### src/rtl/core/fpr_pkg.sv
// shared constants and types for the framed packet receiver
`timescale 1ns / 1ps

package fpr_pkg;

  // frame store geometry
  localparam int MAX_FRAME_BYTES = 12;
  localparam int IDX_W           = $clog2(MAX_FRAME_BYTES);
  localparam int CNT_W           = $clog2(MAX_FRAME_BYTES + 1);

  // fixed field widths of the result word
  localparam int BYTE_W  = 8;
  localparam int FIELD_W = 4;
  localparam int SUM_W   = 16;

  // configuration port
  localparam int PADDR_W = 3;
  localparam int PDATA_W = 32;

  // register reset values
  localparam logic [BYTE_W-1:0] HEAD_RESET = 8'hCC;
  localparam logic [BYTE_W-1:0] TAIL_RESET = 8'hDD;

  // register index, taken from paddr bit 2
  localparam logic REG_HEAD = 1'b0;
  localparam logic REG_TAIL = 1'b1;

  // frame status codes
  typedef enum logic [1:0] {
    ST_OK       = 2'd0,
    ST_BADSUM   = 2'd1,
    ST_OVERLONG = 2'd2
  } status_t;

endpackage

### src/rtl/core/fpr_frame_ram.sv
// frame store ram: one write port, one read port with registered data
`timescale 1ns / 1ps

module fpr_frame_ram (
  input  logic                        clk,
  input  logic                        we,
  input  logic [fpr_pkg::IDX_W-1:0]   waddr,
  input  logic [fpr_pkg::BYTE_W-1:0]  wdata,
  input  logic [fpr_pkg::IDX_W-1:0]   raddr,
  output logic [fpr_pkg::BYTE_W-1:0]  rdata
);
  import fpr_pkg::*;

  logic [BYTE_W-1:0] mem [MAX_FRAME_BYTES];

  // write port
  always_ff @(posedge clk) begin
    if (we) begin
      mem[waddr] <= wdata;
    end
  end

  // read port, registered read data
  always_ff @(posedge clk) begin
    rdata <= mem[raddr];
  end

endmodule

### src/rtl/core/framed_packet_receiver.sv
// framed packet receiver top level: byte parser, frame store and word emitter
`timescale 1ns / 1ps

// Takes one received byte per cycle while a frame is being collected. Bytes
// are dropped until one equals head_byte; from there bytes go into a 12-entry
// frame ram and into a 16-bit sum until a byte equal to tail_byte, followed by
// a little-endian checksum. On the high checksum byte, or on a byte that finds
// the store full (overlong, byte dropped), the input stalls and all 12 store
// entries go out as words, zero beyond frame_length, with the frame status.
// Emission reads one entry at a time: a new read waits until the previous
// read's data is registered into the output word, and that word is free or
// being taken. The first word appears once the ending byte has set the emit
// phase and the first read's data is registered; the input stays stalled
// until the last entry's read is issued. Entries past the fill count read as
// zero, so there is no clearing pass after reset or between frames.
module framed_packet_receiver (
  input  logic                          clk,
  input  logic                          rst,
  // received bytes
  input  logic                          rx_valid,
  output logic                          rx_stall,
  input  logic [7:0]                    rx_byte,
  // emitted frame words
  output logic                          frame_valid,
  input  logic                          frame_stall,
  output logic [7:0]                    frame_byte,
  output logic [3:0]                    byte_index,
  output logic [3:0]                    frame_length,
  output logic [1:0]                    frame_status,
  output logic                          last_byte,
  // configuration
  input  logic                          psel,
  input  logic                          penable,
  input  logic                          pwrite,
  input  logic [fpr_pkg::PADDR_W-1:0]   paddr,
  input  logic [fpr_pkg::PDATA_W-1:0]   pwdata,
  output logic [fpr_pkg::PDATA_W-1:0]   prdata,
  output logic                          pready
);
  import fpr_pkg::*;

  typedef enum logic [2:0] {
    PH_IDLE,
    PH_BODY,
    PH_CKLO,
    PH_CKHI,
    PH_EMIT
  } phase_t;

  localparam logic [IDX_W-1:0] LAST_IDX = IDX_W'(MAX_FRAME_BYTES - 1);
  localparam logic [CNT_W-1:0] FULL_CNT = CNT_W'(MAX_FRAME_BYTES);

  phase_t               phase;
  logic [BYTE_W-1:0]    head_byte;
  logic [BYTE_W-1:0]    tail_byte;
  logic [CNT_W-1:0]     stored_count;
  logic [SUM_W-1:0]     running_sum;
  logic [BYTE_W-1:0]    checksum_low;
  status_t              status;

  // emission read pipeline
  logic [IDX_W-1:0]     rd_idx;
  logic                 rd_pend;
  logic [IDX_W-1:0]     rd_idx_q;
  logic                 rd_zero;
  logic                 rd_last;
  logic [CNT_W-1:0]     em_len;
  status_t              em_status;

  logic                 rx_accept;
  logic                 out_take;
  logic                 rd_issue;
  logic                 cfg_write;
  logic                 head_hit;
  logic                 ram_we;
  logic [IDX_W-1:0]     ram_waddr;
  logic [BYTE_W-1:0]    ram_rdata;
  logic [SUM_W-1:0]     sum_next;
  logic [SUM_W-1:0]     check_word;
  logic [IDX_W+FIELD_W-1:0] idx_ext;
  logic [CNT_W+FIELD_W-1:0] len_ext;

  // handshakes
  assign rx_stall  = (phase == PH_EMIT);
  assign rx_accept = rx_valid & ~rx_stall;
  assign out_take  = frame_valid & ~frame_stall;
  assign rd_issue  = (phase == PH_EMIT) & ~rd_pend & (~frame_valid | out_take);
  assign cfg_write = psel & penable & pwrite & pready;
  assign pready    = 1'b1;

  // register readback
  always_comb begin
    unique case (paddr[2])
      REG_HEAD: prdata = {{(PDATA_W-BYTE_W){1'b0}}, head_byte};
      REG_TAIL: prdata = {{(PDATA_W-BYTE_W){1'b0}}, tail_byte};
      default:  prdata = '0;
    endcase
  end

  // datapath helpers
  assign head_hit   = (rx_byte == head_byte);
  assign sum_next   = running_sum + {{(SUM_W-BYTE_W){1'b0}}, rx_byte};
  assign check_word = {rx_byte, checksum_low};
  assign idx_ext    = {{FIELD_W{1'b0}}, rd_idx_q};
  assign len_ext    = {{FIELD_W{1'b0}}, em_len};

  // store write: head in idle, body bytes while there is room
  assign ram_we    = rx_accept & (((phase == PH_IDLE) & head_hit) |
                                  ((phase == PH_BODY) & (stored_count != FULL_CNT)));
  assign ram_waddr = (phase == PH_IDLE) ? '0 : stored_count[IDX_W-1:0];

  fpr_frame_ram u_ram (
    .clk   (clk),
    .we    (ram_we),
    .waddr (ram_waddr),
    .wdata (rx_byte),
    .raddr (rd_idx),
    .rdata (ram_rdata)
  );

  // phase sequencer, frame state and output word register
  always_ff @(posedge clk) begin
    if (rst) begin
      phase        <= PH_IDLE;
      head_byte    <= HEAD_RESET;
      tail_byte    <= TAIL_RESET;
      stored_count <= '0;
      running_sum  <= '0;
      checksum_low <= '0;
      rd_idx       <= '0;
      rd_pend      <= 1'b0;
      frame_valid  <= 1'b0;
    end else begin
      // configuration writes
      if (cfg_write) begin
        unique case (paddr[2])
          REG_HEAD: head_byte <= pwdata[BYTE_W-1:0];
          REG_TAIL: tail_byte <= pwdata[BYTE_W-1:0];
          default:  head_byte <= head_byte;
        endcase
      end

      // output word register
      if (out_take) begin
        frame_valid <= 1'b0;
      end
      if (rd_pend) begin
        frame_valid  <= 1'b1;
        frame_byte   <= rd_zero ? '0 : ram_rdata;
        byte_index   <= idx_ext[FIELD_W-1:0];
        frame_length <= len_ext[FIELD_W-1:0];
        frame_status <= em_status;
        last_byte    <= rd_last;
        rd_pend      <= 1'b0;
      end

      unique case (phase)
        PH_IDLE: begin
          if (rx_accept && head_hit) begin
            stored_count <= CNT_W'(1);
            running_sum  <= {{(SUM_W-BYTE_W){1'b0}}, rx_byte};
            phase        <= PH_BODY;
          end
        end
        PH_BODY: begin
          if (rx_accept) begin
            if (stored_count == FULL_CNT) begin
              // overlong: byte dropped, store goes out as is
              status <= ST_OVERLONG;
              rd_idx <= '0;
              phase  <= PH_EMIT;
            end else begin
              stored_count <= stored_count + CNT_W'(1);
              running_sum  <= sum_next;
              if (rx_byte == tail_byte) begin
                phase <= PH_CKLO;
              end
            end
          end
        end
        PH_CKLO: begin
          if (rx_accept) begin
            checksum_low <= rx_byte;
            phase        <= PH_CKHI;
          end
        end
        PH_CKHI: begin
          if (rx_accept) begin
            status <= (check_word == running_sum) ? ST_OK : ST_BADSUM;
            rd_idx <= '0;
            phase  <= PH_EMIT;
          end
        end
        PH_EMIT: begin
          // one read per free output slot; clear frame after the last read
          if (rd_issue) begin
            rd_pend   <= 1'b1;
            rd_idx_q  <= rd_idx;
            rd_zero   <= (CNT_W'(rd_idx) >= stored_count);
            rd_last   <= (rd_idx == LAST_IDX);
            em_len    <= stored_count;
            em_status <= status;
            if (rd_idx == LAST_IDX) begin
              stored_count <= '0;
              running_sum  <= '0;
              checksum_low <= '0;
              rd_idx       <= '0;
              phase        <= PH_IDLE;
            end else begin
              rd_idx <= rd_idx + IDX_W'(1);
            end
          end
        end
        default: phase <= PH_IDLE;
      endcase
    end
  end

endmodule

### config.mk
export PLATFORM = sky130hd
export DESIGN_NAME = framed_packet_receiver
export DESIGN_NICKNAME = d
export VERILOG_FILES = /design/src/rtl/core/fpr_pkg.sv /design/src/rtl/core/fpr_frame_ram.sv /design/src/rtl/core/framed_packet_receiver.sv
export SDC_FILE = /design/constraint.sdc
export NUM_CORES = 1
export LEC_CHECK = 0
export BUFFER_PORTS_ARGS = -buffer_cell sky130_fd_sc_hd__buf_2
export CORE_MARGIN = 2
export CORE_UTILIZATION = 55
export CTS_CLUSTER_DIAMETER = 100
export CTS_CLUSTER_SIZE = 30
export DETAILED_ROUTE_END_ITERATION = 10
export PLACE_DENSITY = 0.8
export SLEW_MARGIN = 20
export SYNTH_ARGS = -nofsm -noshare
export SYNTH_HDL_FRONTEND = slang
export SYNTH_SLANG_ARGS = --single-unit
### constraint.sdc
create_clock -name clk -period 3.6 [get_ports clk]
set_clock_uncertainty 0.05 [all_clocks]
set_input_delay 0.18 -clock clk [delete_from_list [all_inputs] [get_ports clk]]
set_output_delay 0.18 -clock clk [all_outputs]
set_load 0.02 [all_outputs]
==> impl_metrics.py, run 1 <==
metrics = {
    "status": {
        "status": "completed",
    },
    "synthesis": {
        "syn-instance-count": 663,
        "synth_top_flop_cell": "edfxtp_1",
        "ys_ff_latch": 190,
        "async_flop_share": 0,
        "synth_area_um2": 8440,
        "synth_edf_count": 129,
        "syn_area_per_cell_um2": 12.7,
        "ys_warn_count": 0,
        "synth_cell_types": 62,
        "yosysSeqAreaShare": 0.604,
    },
    "worst_setup_path": {
        "crit_required_ns": 3.63,
        "arrival_ns": 2.96,
        "reg2reg_slack_ns": 0.67,
        "r2r_end": "u_ram.mem[0][3]",
        "end_kind": "flip-flop",
        "endpoint": "u_ram.mem[0][3]",
        "reg2regPathDepth": 7,
        "crit_fanout": 12,
        "regToRegStartpoint": "stored_count[0]",
        "cp-start-kind": "flip-flop",
        "worstSetupPathType": "flip-flop to flip-flop",
        "startpoint": "stored_count[0]",
    },
    "global_routing": {
        "grt_antenna_before_repair": 0,
        "overflow": 0,
        "grt_pass1_wl_um": 27600,
        "grt_pass1_vias": 5178,
        "grt_max_degree": 46,
        "grt_util_all_layers": 0.225,
    },
    "drt": {
        "drt_iter0_drc": 443,
        "ant_nets": 0,
        "via_per_inst": 5.98,
        "totalWireLength_um": 17900,
        "wl_per_cell_um": 19.4,
        "via_count": 5511,
        "drc": 0,
        "firstDrtPassIters": 5,
    },
    "floorplanning": {
        "die_h_um": 128,
        "die_w_um": 128,
        "ios": 104,
        "start_util": 0.559,
        "rows": 45,
        "coreArea_um2": 15100,
        "die_area_um2": 16400,
    },
    "power": {
        "p_sw_frac": 0.278,
        "powerDensity_nw_per_um2": 547,
        "seqPwrFrac": 0.483,
        "p_clk_frac": 0.352,
        "p_leak_nw": 3.25,
        "peakVddDrop_mv": 0.339,
        "power.internal_w": 0.00373,
        "share_comb_of_total_power": 0.165,
        "power_switching_w": 0.00144,
    },
    "layout": {
        "areaGrowthSynthToFinish_pct": 12.1,
        "final_nets": 787,
        "n_antenna_cell": 0,
        "layout_common_cells": "129 x edfxtp_1, 60 x dfxtp_1, 54 x nand2_1",
        "final_common_cell": "edfxtp_1",
        "layout-drive-gt1-share": 0.195,
        "final_area_um2": 9460,
    },
    "sta": {
        "timing.final.crit_share": 0.814,
        "period_needed_ns": 2.93,
        "relSlewSlack": 0.303,
        "rsz0062_at_grt": "no",
        "hold_violations": 0,
        "final.setup.tns_ns": 0,
        "max_freq_mhz": 341,
        "slew_violations": 0,
        "setup_viol": 0,
        "worstMarginPinSlew_ns": 1.04,
    },
    "clock_network": {
        "cts_resized": 0,
        "cts_buffers": 17,
        "cts_tree": "yes",
        "htreeDepth": 4,
        "clk_pin_slew_ns": 0.07,
        "clk_latency_ns": 0.44,
        "clkSinkCount": 190,
        "clock-root-buffer": "clkbuf_16",
        "clockBufferDepth": 2,
    },
    "place": {
        "io_buffers": 52,
        "dp.final_hpwl_um": 11600,
        "dpl-instance-area_um2": 8800,
        "place.gp.congestion": 0.840,
    },
    "run": {
        "drv_cap": 0,
    },
    "hold_path": {
        "hold_path_depth": 3,
        "min_path_type": "primary input to flip-flop",
    },
}
per-layer routing:
| metal | vias to the layer above | global-route usage | wire length, um |
|---|---|---|---|
| li1 | 2510 | - | - |
| met5 | - | 0 | 0 |
| met2 | 227 | 0.382 | 9120 |
| met1 | 2743 | 0.287 | 7400 |
| met4 | 0 | 0.0756 | 326 |
| met3 | 31 | 0.0526 | 1040 |
worst max-delay path: stages (launching register included):
cell and delay [ns]:
dfxtp_1 0.55, inv_1 0.14, ha_1 0.26, a31oi_4 0.32
and3_4 0.32, nand3_2 0.13, or3_1 0.37, a22oi_2 0.43
registers in the layout, summed over array words and instances, names as in the netlist:
name	count
tail_byte	8
last_byte	1
frame_valid	1
rd_idx_q	4
em_len	4
phase	3
status	2
rd_zero	1
rd_pend	1
rd_idx	4
frame_status	2
rd_last	1
head_byte	8
u_ram.mem	96
em_status	2
frame_length	4
running_sum	16
frame_byte	8
u_ram.rdata	8
checksum_low	8
byte_index	4
stored_count	4
Yosys cell counts, drive strengths merged, types with 3 or more instances:
library cell / instances / area (um^2)
edfxtp: 129 / 3870
dfxtp: 61 / 1220
nand2: 54 / 203
nor2: 52 / 195
buf: 35 / 251
nand3: 30 / 160
xnor2: 28 / 245
clkbuf: 26 / 97.6
mux4: 24 / 541
nor2b: 21 / 131
o21ai: 20 / 100
mux2i: 19 / 190
a21oi: 18 / 90.1
ha: 15 / 188
inv: 15 / 56.3
a31oi: 14 / 103
nor3: 13 / 65.1
nand4: 11 / 68.8
mux2: 8 / 90.1
a311oi: 6 / 52.6
and3: 6 / 42.5
xor2: 6 / 52.6
a211oi: 5 / 37.5
a21o: 5 / 37.5
or3: 5 / 31.3
nand2b: 4 / 25.0
o211ai: 3 / 27.5
layout make-up:
cell class                      count  area, um^2
Clock buffer                       18         429
Clock inverter                     14         146
Fill cell                        1083        5630
Inverter                           15        56.3
Multi-Input combinational cell    420        3030
Sequential cell                   190        5100
Tap cell                          188         235
Timing Repair Buffer               77         468
worst min-delay path by stage:
stage | from | to | slack (ns)
after floorplan | rx_byte[0] | u_ram.mem[0][0] | 0.23
after global placement | em_status[0] | frame_status[0] | 0.35
after detailed placement | rd_idx_q[2] | byte_index[2] | 0.35
after CTS | frame_stall | frame_valid | 0.02
after global routing | frame_stall | frame_valid | 0.07
final | frame_stall | frame_valid | 0.03
power groups by stage:
stage	clock network (W)	registers (W)	logic, W
CTS	0.00184	0.00249	0.000847
detailed placement	0	0.00254	0.000832
global route	0.00193	0.00250	0.000930
global placement	0	0.00253	0.000794
floorplan	0	0.00252	0.000675
finish	0.00182	0.00249	0.000855
kinds of logic (layout without fill, tap and decap cells):
kind of cell	Yosys count	in the layout	synth area share
buffers and inverters	76	124	0.0480
other	2	25	0.000890
adder cells (fa/ha/maj)	16	16	0.0246
multiplexers	51	51	0.0972
flip-flops	190	190	0.604
AO/OA/AOI/OAI	87	87	0.0703
AND/OR/NAND/NOR	207	207	0.120
XOR/XNOR	34	34	0.0353
per-stage QoR:
step	cells	worst slack [ns]	util	hold WS, ns	total power, W
floorplan	686	0.872	-	0.229	0.00319
global placement	882	0.827	0.583	0.351	0.00333
detailed placement	882	0.719	0.583	0.355	0.00337
CTS	922	0.665	0.627	0.0157	0.00518
global route	922	0.527	0.627	0.0719	0.00536
finish	922	0.669	0.627	0.0263	0.00517
repair_timing:
item,CTS,global route
endpoints found under the setup margin,0,0
buffers inserted,0,0
hold endpoints to repair,16,0
hold buffers,8,0
No activity file was read; power rests on OpenSTA's default activity.
==> run 2, diff against run 1 <==
==> constraint.sdc (replaced) <==
create_clock -name clk -period 2.9 [get_ports clk]
set_clock_uncertainty 0.05 [all_clocks]
set_input_delay 0.145 -clock clk [delete_from_list [all_inputs] [get_ports clk]]
set_output_delay 0.145 -clock clk [all_outputs]
set_load 0.02 [all_outputs]
==> impl_metrics.py, run 2 (same netlist as run 1, synthesis figures left out) <==
metrics = {
    "run": {
        "drv_cap": 0,
    },
    "sta": {
        "period_needed_ns": 2.70,
        "slew_violations": 0,
        "max_freq_mhz": 370,
        "timing.final.crit_share": 0.932,
        "hold_violations": 0,
        "rsz0062_at_grt": "no",
        "layout_setup_ws_ns": 0.197,
        "relSlewSlack": 0.401,
        "setup_viol": 0,
        "holdWs_ns": 0.0576,
        "final.setup.tns_ns": 0,
        "worstMarginPinSlew_ns": 0.895,
    },
    "place": {
        "place.gp.congestion": 0.858,
        "io_buffers": 52,
        "dp.final_hpwl_um": 11900,
        "dpl-instance-area_um2": 8910,
        "pre_cts_slack_ns": 0.241,
    },
    "drt": {
        "totalWireLength_um": 17900,
        "wl_per_cell_um": 19.1,
        "drc": 0,
        "ant_nets": 0,
        "via_per_inst": 5.94,
        "firstDrtPassIters": 5,
        "drt_iter0_drc": 506,
        "via_count": 5571,
    },
    "clock_network": {
        "clock-root-buffer": "clkbuf_16",
        "cts_resized": 0,
        "htreeDepth": 4,
        "cts_tree": "yes",
        "clkSinkCount": 190,
        "cts_buffers": 17,
        "post_cts_buffers": 0,
        "clk_latency_ns": 0.42,
        "clockBufferDepth": 2,
        "clk_pin_slew_ns": 0.07,
        "hold_buffers": 9,
    },
    "power": {
        "p_sw_frac": 0.253,
        "p_clk_frac": 0.377,
        "peakVddDrop_mv": 0.444,
        "power_switching_w": 0.00170,
        "total_power_w": 0.00672,
        "powerDensity_nw_per_um2": 696,
        "seqPwrFrac": 0.459,
        "share_comb_of_total_power": 0.164,
        "p_leak_nw": 3.37,
        "power.internal_w": 0.00502,
    },
    "floorplanning": {
        "die_h_um": 128,
        "ios": 104,
        "coreArea_um2": 15100,
        "die_w_um": 128,
        "rows": 45,
        "die_area_um2": 16400,
        "start_util": 0.559,
    },
    "global_routing": {
        "grt_util_all_layers": 0.228,
        "grt_pass1_vias": 5461,
        "grt_max_degree": 32,
        "grt_pass1_wl_um": 28400,
        "overflow": 0,
        "top_usage_layer": "met2",
        "grt_antenna_before_repair": 0,
        "use_met2": 0.394,
        "met1_usage": 0.291,
        "grtUsageMet3": 0.0480,
    },
    "layout": {
        "final_area_um2": 9660,
        "final_nets": 803,
        "layout-drive-gt1-share": 0.208,
        "areaGrowthSynthToFinish_pct": 14.4,
        "final_common_cell": "edfxtp_1",
        "layout_common_cells": "129 x edfxtp_1, 60 x dfxtp_1, 54 x nand2_1",
        "n_antenna_cell": 0,
        "fillCellCount": 1087,
        "largest_reg_flops": 96,
        "top_register": "u_ram.mem",
        "top_regs": "u_ram.mem x96, running_sum x16",
    },
    "worst_setup_path": {
        "cp-start-kind": "flip-flop",
        "crit_fanout": 12,
        "arrival_ns": 2.72,
        "critPathBufInv": 0,
        "crit_slowest_cell": "dfxtp_1",
        "slowest_delay_ns": 0.47,
        "end_kind": "flip-flop",
        "worstSetupPathType": "flip-flop to flip-flop",
        "crit_family": "simple AND/OR/NAND/NOR gates",
        "crit_chain": "or3b_1, a31oi_4, and3_4, nand3_2, or3_1, a22oi_2",
        "crit_required_ns": 2.91,
    },
    "status": {
        "status": "completed",
    },
    "hold_path": {
        "min_path_type": "primary input to flip-flop",
    },
}
## run 2: changes by cell type in the layout (fill, tap and decap cells not counted)
cell,before,now
buf_4,17,32
inv_6,5,0
bufinv_16,1,5
inv_8,3,0
clkbuf_1,1,3
clkbuf_8,0,2
dlygate4sd3_1,8,9
## run 2: metal layers
layer  vias to the layer above  part of all wire
met5                         -                 0
met1                      2790              0.41
met3                        26             0.056
met2                       210              0.52
li1                       2545                 -
met4                         0             0.015
## run 2: layout make-up
class	count	area, um^2	area share
Tap cell	188	235	0.0244
Clock buffer	22	464	0.0481
Timing Repair Buffer	93	591	0.0611
Inverter	15	56.3	0.00583
Multi-Input combinational cell	420	3030	0.313
Clock inverter	10	189	0.0196
Sequential cell	190	5100	0.528
## run 2: power by group through the flow
| stage | Sequential, W | Combinational (W) | Clock [W] |
|---|---|---|---|
| global placement | 0.00313 | 0.00103 | 0 |
| detailed placement | 0.00314 | 0.00108 | 0 |
| global route | 0.00309 | 0.00121 | 0.00267 |
| finish | 0.00308 | 0.00110 | 0.00253 |
| floorplan | 0.00312 | 0.000837 | 0 |
| CTS | 0.00308 | 0.00110 | 0.00255 |
## run 2: through the flow
stage	utilization	std cells
floorplan	-	686
global placement	0.591	897
finish	0.640	938
global route	0.640	938
detailed placement	0.591	897
CTS	0.640	938
## run 2: path summary, 6_finish.rpt
| kind | depth (start not counted) | slack [ns] | to | from |
|---|---|---|---|---|
| setup / recovery | 6 | 0.20 | u_ram.mem[0][7] | phase[0] |
| hold / removal | 1 | 0.06 | u_ram.mem[9][1] | rx_byte[1] |
| setup reg to reg | 6 | 0.20 | u_ram.mem[0][7] | phase[0] |
| hold reg to reg | 0 | 0.37 | frame_length[0] | em_len[0] |
==> run 3, diff against run 2 <==
--- a/config.mk
+++ b/config.mk
@@ -6,7 +6,6 @@
 export NUM_CORES = 1
 export LEC_CHECK = 0
 export BUFFER_PORTS_ARGS = -buffer_cell sky130_fd_sc_hd__buf_2
-export CORE_MARGIN = 2
 export CORE_UTILIZATION = 55
 export CTS_CLUSTER_DIAMETER = 100
 export CTS_CLUSTER_SIZE = 30
==> impl_metrics.py, run 3 (same netlist as run 1, synthesis figures left out) <==
metrics = {
    "worst_setup_path": {
        "end_kind": "flip-flop",
        "reg2regPathDepth": 6,
        "regToRegStartpoint": "phase[0]",
        "worstSetupPathType": "flip-flop to flip-flop",
        "startpoint": "phase[0]",
        "crit_fanout": 12,
        "cp-start-kind": "flip-flop",
        "crit_required_ns": 2.91,
        "arrival_ns": 2.74,
        "r2r_end": "u_ram.mem[0][6]",
        "reg2reg_slack_ns": 0.18,
    },
    "sta": {
        "worstMarginPinSlew_ns": 0.905,
        "max_freq_mhz": 367,
        "period_needed_ns": 2.72,
        "setup_viol": 0,
        "timing.final.crit_share": 0.940,
        "rsz0062_at_grt": "no",
        "hold_violations": 0,
        "final.setup.tns_ns": 0,
        "holdWs_ns": 0.0554,
        "relSlewSlack": 0.394,
        "slew_violations": 0,
        "layout_setup_ws_ns": 0.175,
    },
    "power": {
        "seqPwrFrac": 0.485,
        "power.internal_w": 0.00458,
        "p_sw_frac": 0.277,
        "p_clk_frac": 0.340,
        "share_comb_of_total_power": 0.174,
        "powerDensity_nw_per_um2": 662,
        "p_leak_nw": 3.33,
        "peakVddDrop_mv": 0.461,
        "power_switching_w": 0.00176,
    },
    "layout": {
        "n_antenna_cell": 0,
        "final_area_um2": 9570,
        "final_nets": 806,
        "final_common_cell": "edfxtp_1",
        "fillCellCount": 1057,
        "areaGrowthSynthToFinish_pct": 13.4,
        "layout-drive-gt1-share": 0.212,
        "top_regs": "u_ram.mem x96, running_sum x16",
        "instances_no_fill": 937,
        "largest_reg_flops": 96,
        "top_register": "u_ram.mem",
        "layout_common_cells": "129 x edfxtp_1, 60 x dfxtp_1, 54 x nand2_1",
    },
    "hold_path": {
        "worstHoldStart": "rx_byte[5]",
        "whs_endpoint": "u_ram.mem[8][5]",
        "hold_path_depth": 1,
        "min_path_type": "primary input to flip-flop",
    },
    "place": {
        "dp.final_hpwl_um": 11900,
        "pre_cts_slack_ns": 0.211,
        "io_buffers": 52,
        "place.gp.congestion": 0.909,
        "placedCellCount": 895,
        "dpl-instance-area_um2": 8920,
    },
    "drt": {
        "drt_iter0_drc": 461,
        "via_count": 5507,
        "via_per_inst": 5.88,
        "totalWireLength_um": 17600,
        "firstDrtPassIters": 5,
        "wl_per_cell_um": 18.7,
        "drc": 0,
        "ant_nets": 0,
    },
    "global_routing": {
        "overflow": 0,
        "grt_pass1_wl_um": 27900,
        "grt_max_degree": 38,
        "grt_antenna_before_repair": 0,
        "grt_util_all_layers": 0.232,
        "grt_pass1_vias": 5436,
    },
    "floorplanning": {
        "rows": 44,
        "start_util": 0.572,
        "die_h_um": 126,
        "coreArea_um2": 14800,
        "ios": 104,
        "die_area_um2": 15800,
        "die_w_um": 126,
    },
    "clock_network": {
        "post_cts_buffers": 0,
        "clk_latency_ns": 0.43,
        "cts_tree": "yes",
        "clock-root-buffer": "clkbuf_16",
        "htreeDepth": 4,
        "cts_buffers": 17,
        "clkSinkCount": 190,
        "clk_pin_slew_ns": 0.07,
        "clockBufferDepth": 2,
    },
    "run": {
        "drv_cap": 0,
    },
    "status": {
        "status": "completed",
    },
}
## run 3: power by group through the flow
stage | combinational [W] | clock, W | sequential, W
6_report | 0.00111 | 0.00216 | 0.00308
5_1_grt | 0.00121 | 0.00231 | 0.00309
4_1_cts | 0.00110 | 0.00220 | 0.00307
3_5_place_dp | 0.00108 | 0 | 0.00314
3_3_place_gp | 0.00104 | 0 | 0.00312
2_1_floorplan | 0.000837 | 0 | 0.00312
## run 3: routing by layer
layer	up-vias	track usage	routed length, um
met2	246	0.385	8690
met5	-	0	0
li1	2555	-	-
met4	0	0.0900	378
met1	2678	0.297	7380
met3	28	0.0540	1100
## run 3: area by class of cell
class                      instances  area [um^2]  area share
inverter                          15         56.3     0.00588
clock inverter                    13          105      0.0110
tap                              184          230      0.0240
timing repair buffer              96          616      0.0643
clock buffer                      19          443      0.0463
sequential                       190         5100       0.532
multi-input combinational        420         3030       0.316
## run 3: worst max path at each step
stage | to | slack [ns] | cells after the start
floorplan | u_ram.mem[4][0] | 0.17 | 8
global placement | u_ram.mem[0][1] | 0.29 | 6
detailed placement | u_ram.mem[0][4] | 0.21 | 6
CTS | u_ram.mem[0][6] | 0.18 | 6
global route | u_ram.mem[0][6] | 0.05 | 6
finish | u_ram.mem[0][6] | 0.18 | 6
## run 3: worst max-delay path: stages (launching register included)
cell and delay (ns):
dfxtp_1 0.48, or3b_1 0.45, a31oi_4 0.18, and3_4 0.30, nand3_2 0.12, or3_1 0.33, a22oi_2 0.43
## run 3: per-stage QoR
step                total power, W   util
CTS                        0.00637  0.649
global placement           0.00417  0.605
detailed placement         0.00422  0.605
finish                     0.00634  0.649
global route               0.00660  0.649
floorplan                  0.00396      -
## run 3: repair_timing
| action | in CTS | in global routing |
|---|---|---|
| hold endpoints to repair | 21 | 0 |
| endpoints found under the setup margin | 0 | 0 |
| hold buffers | 10 | 0 |
| gates resized for setup | 0 | 0 |
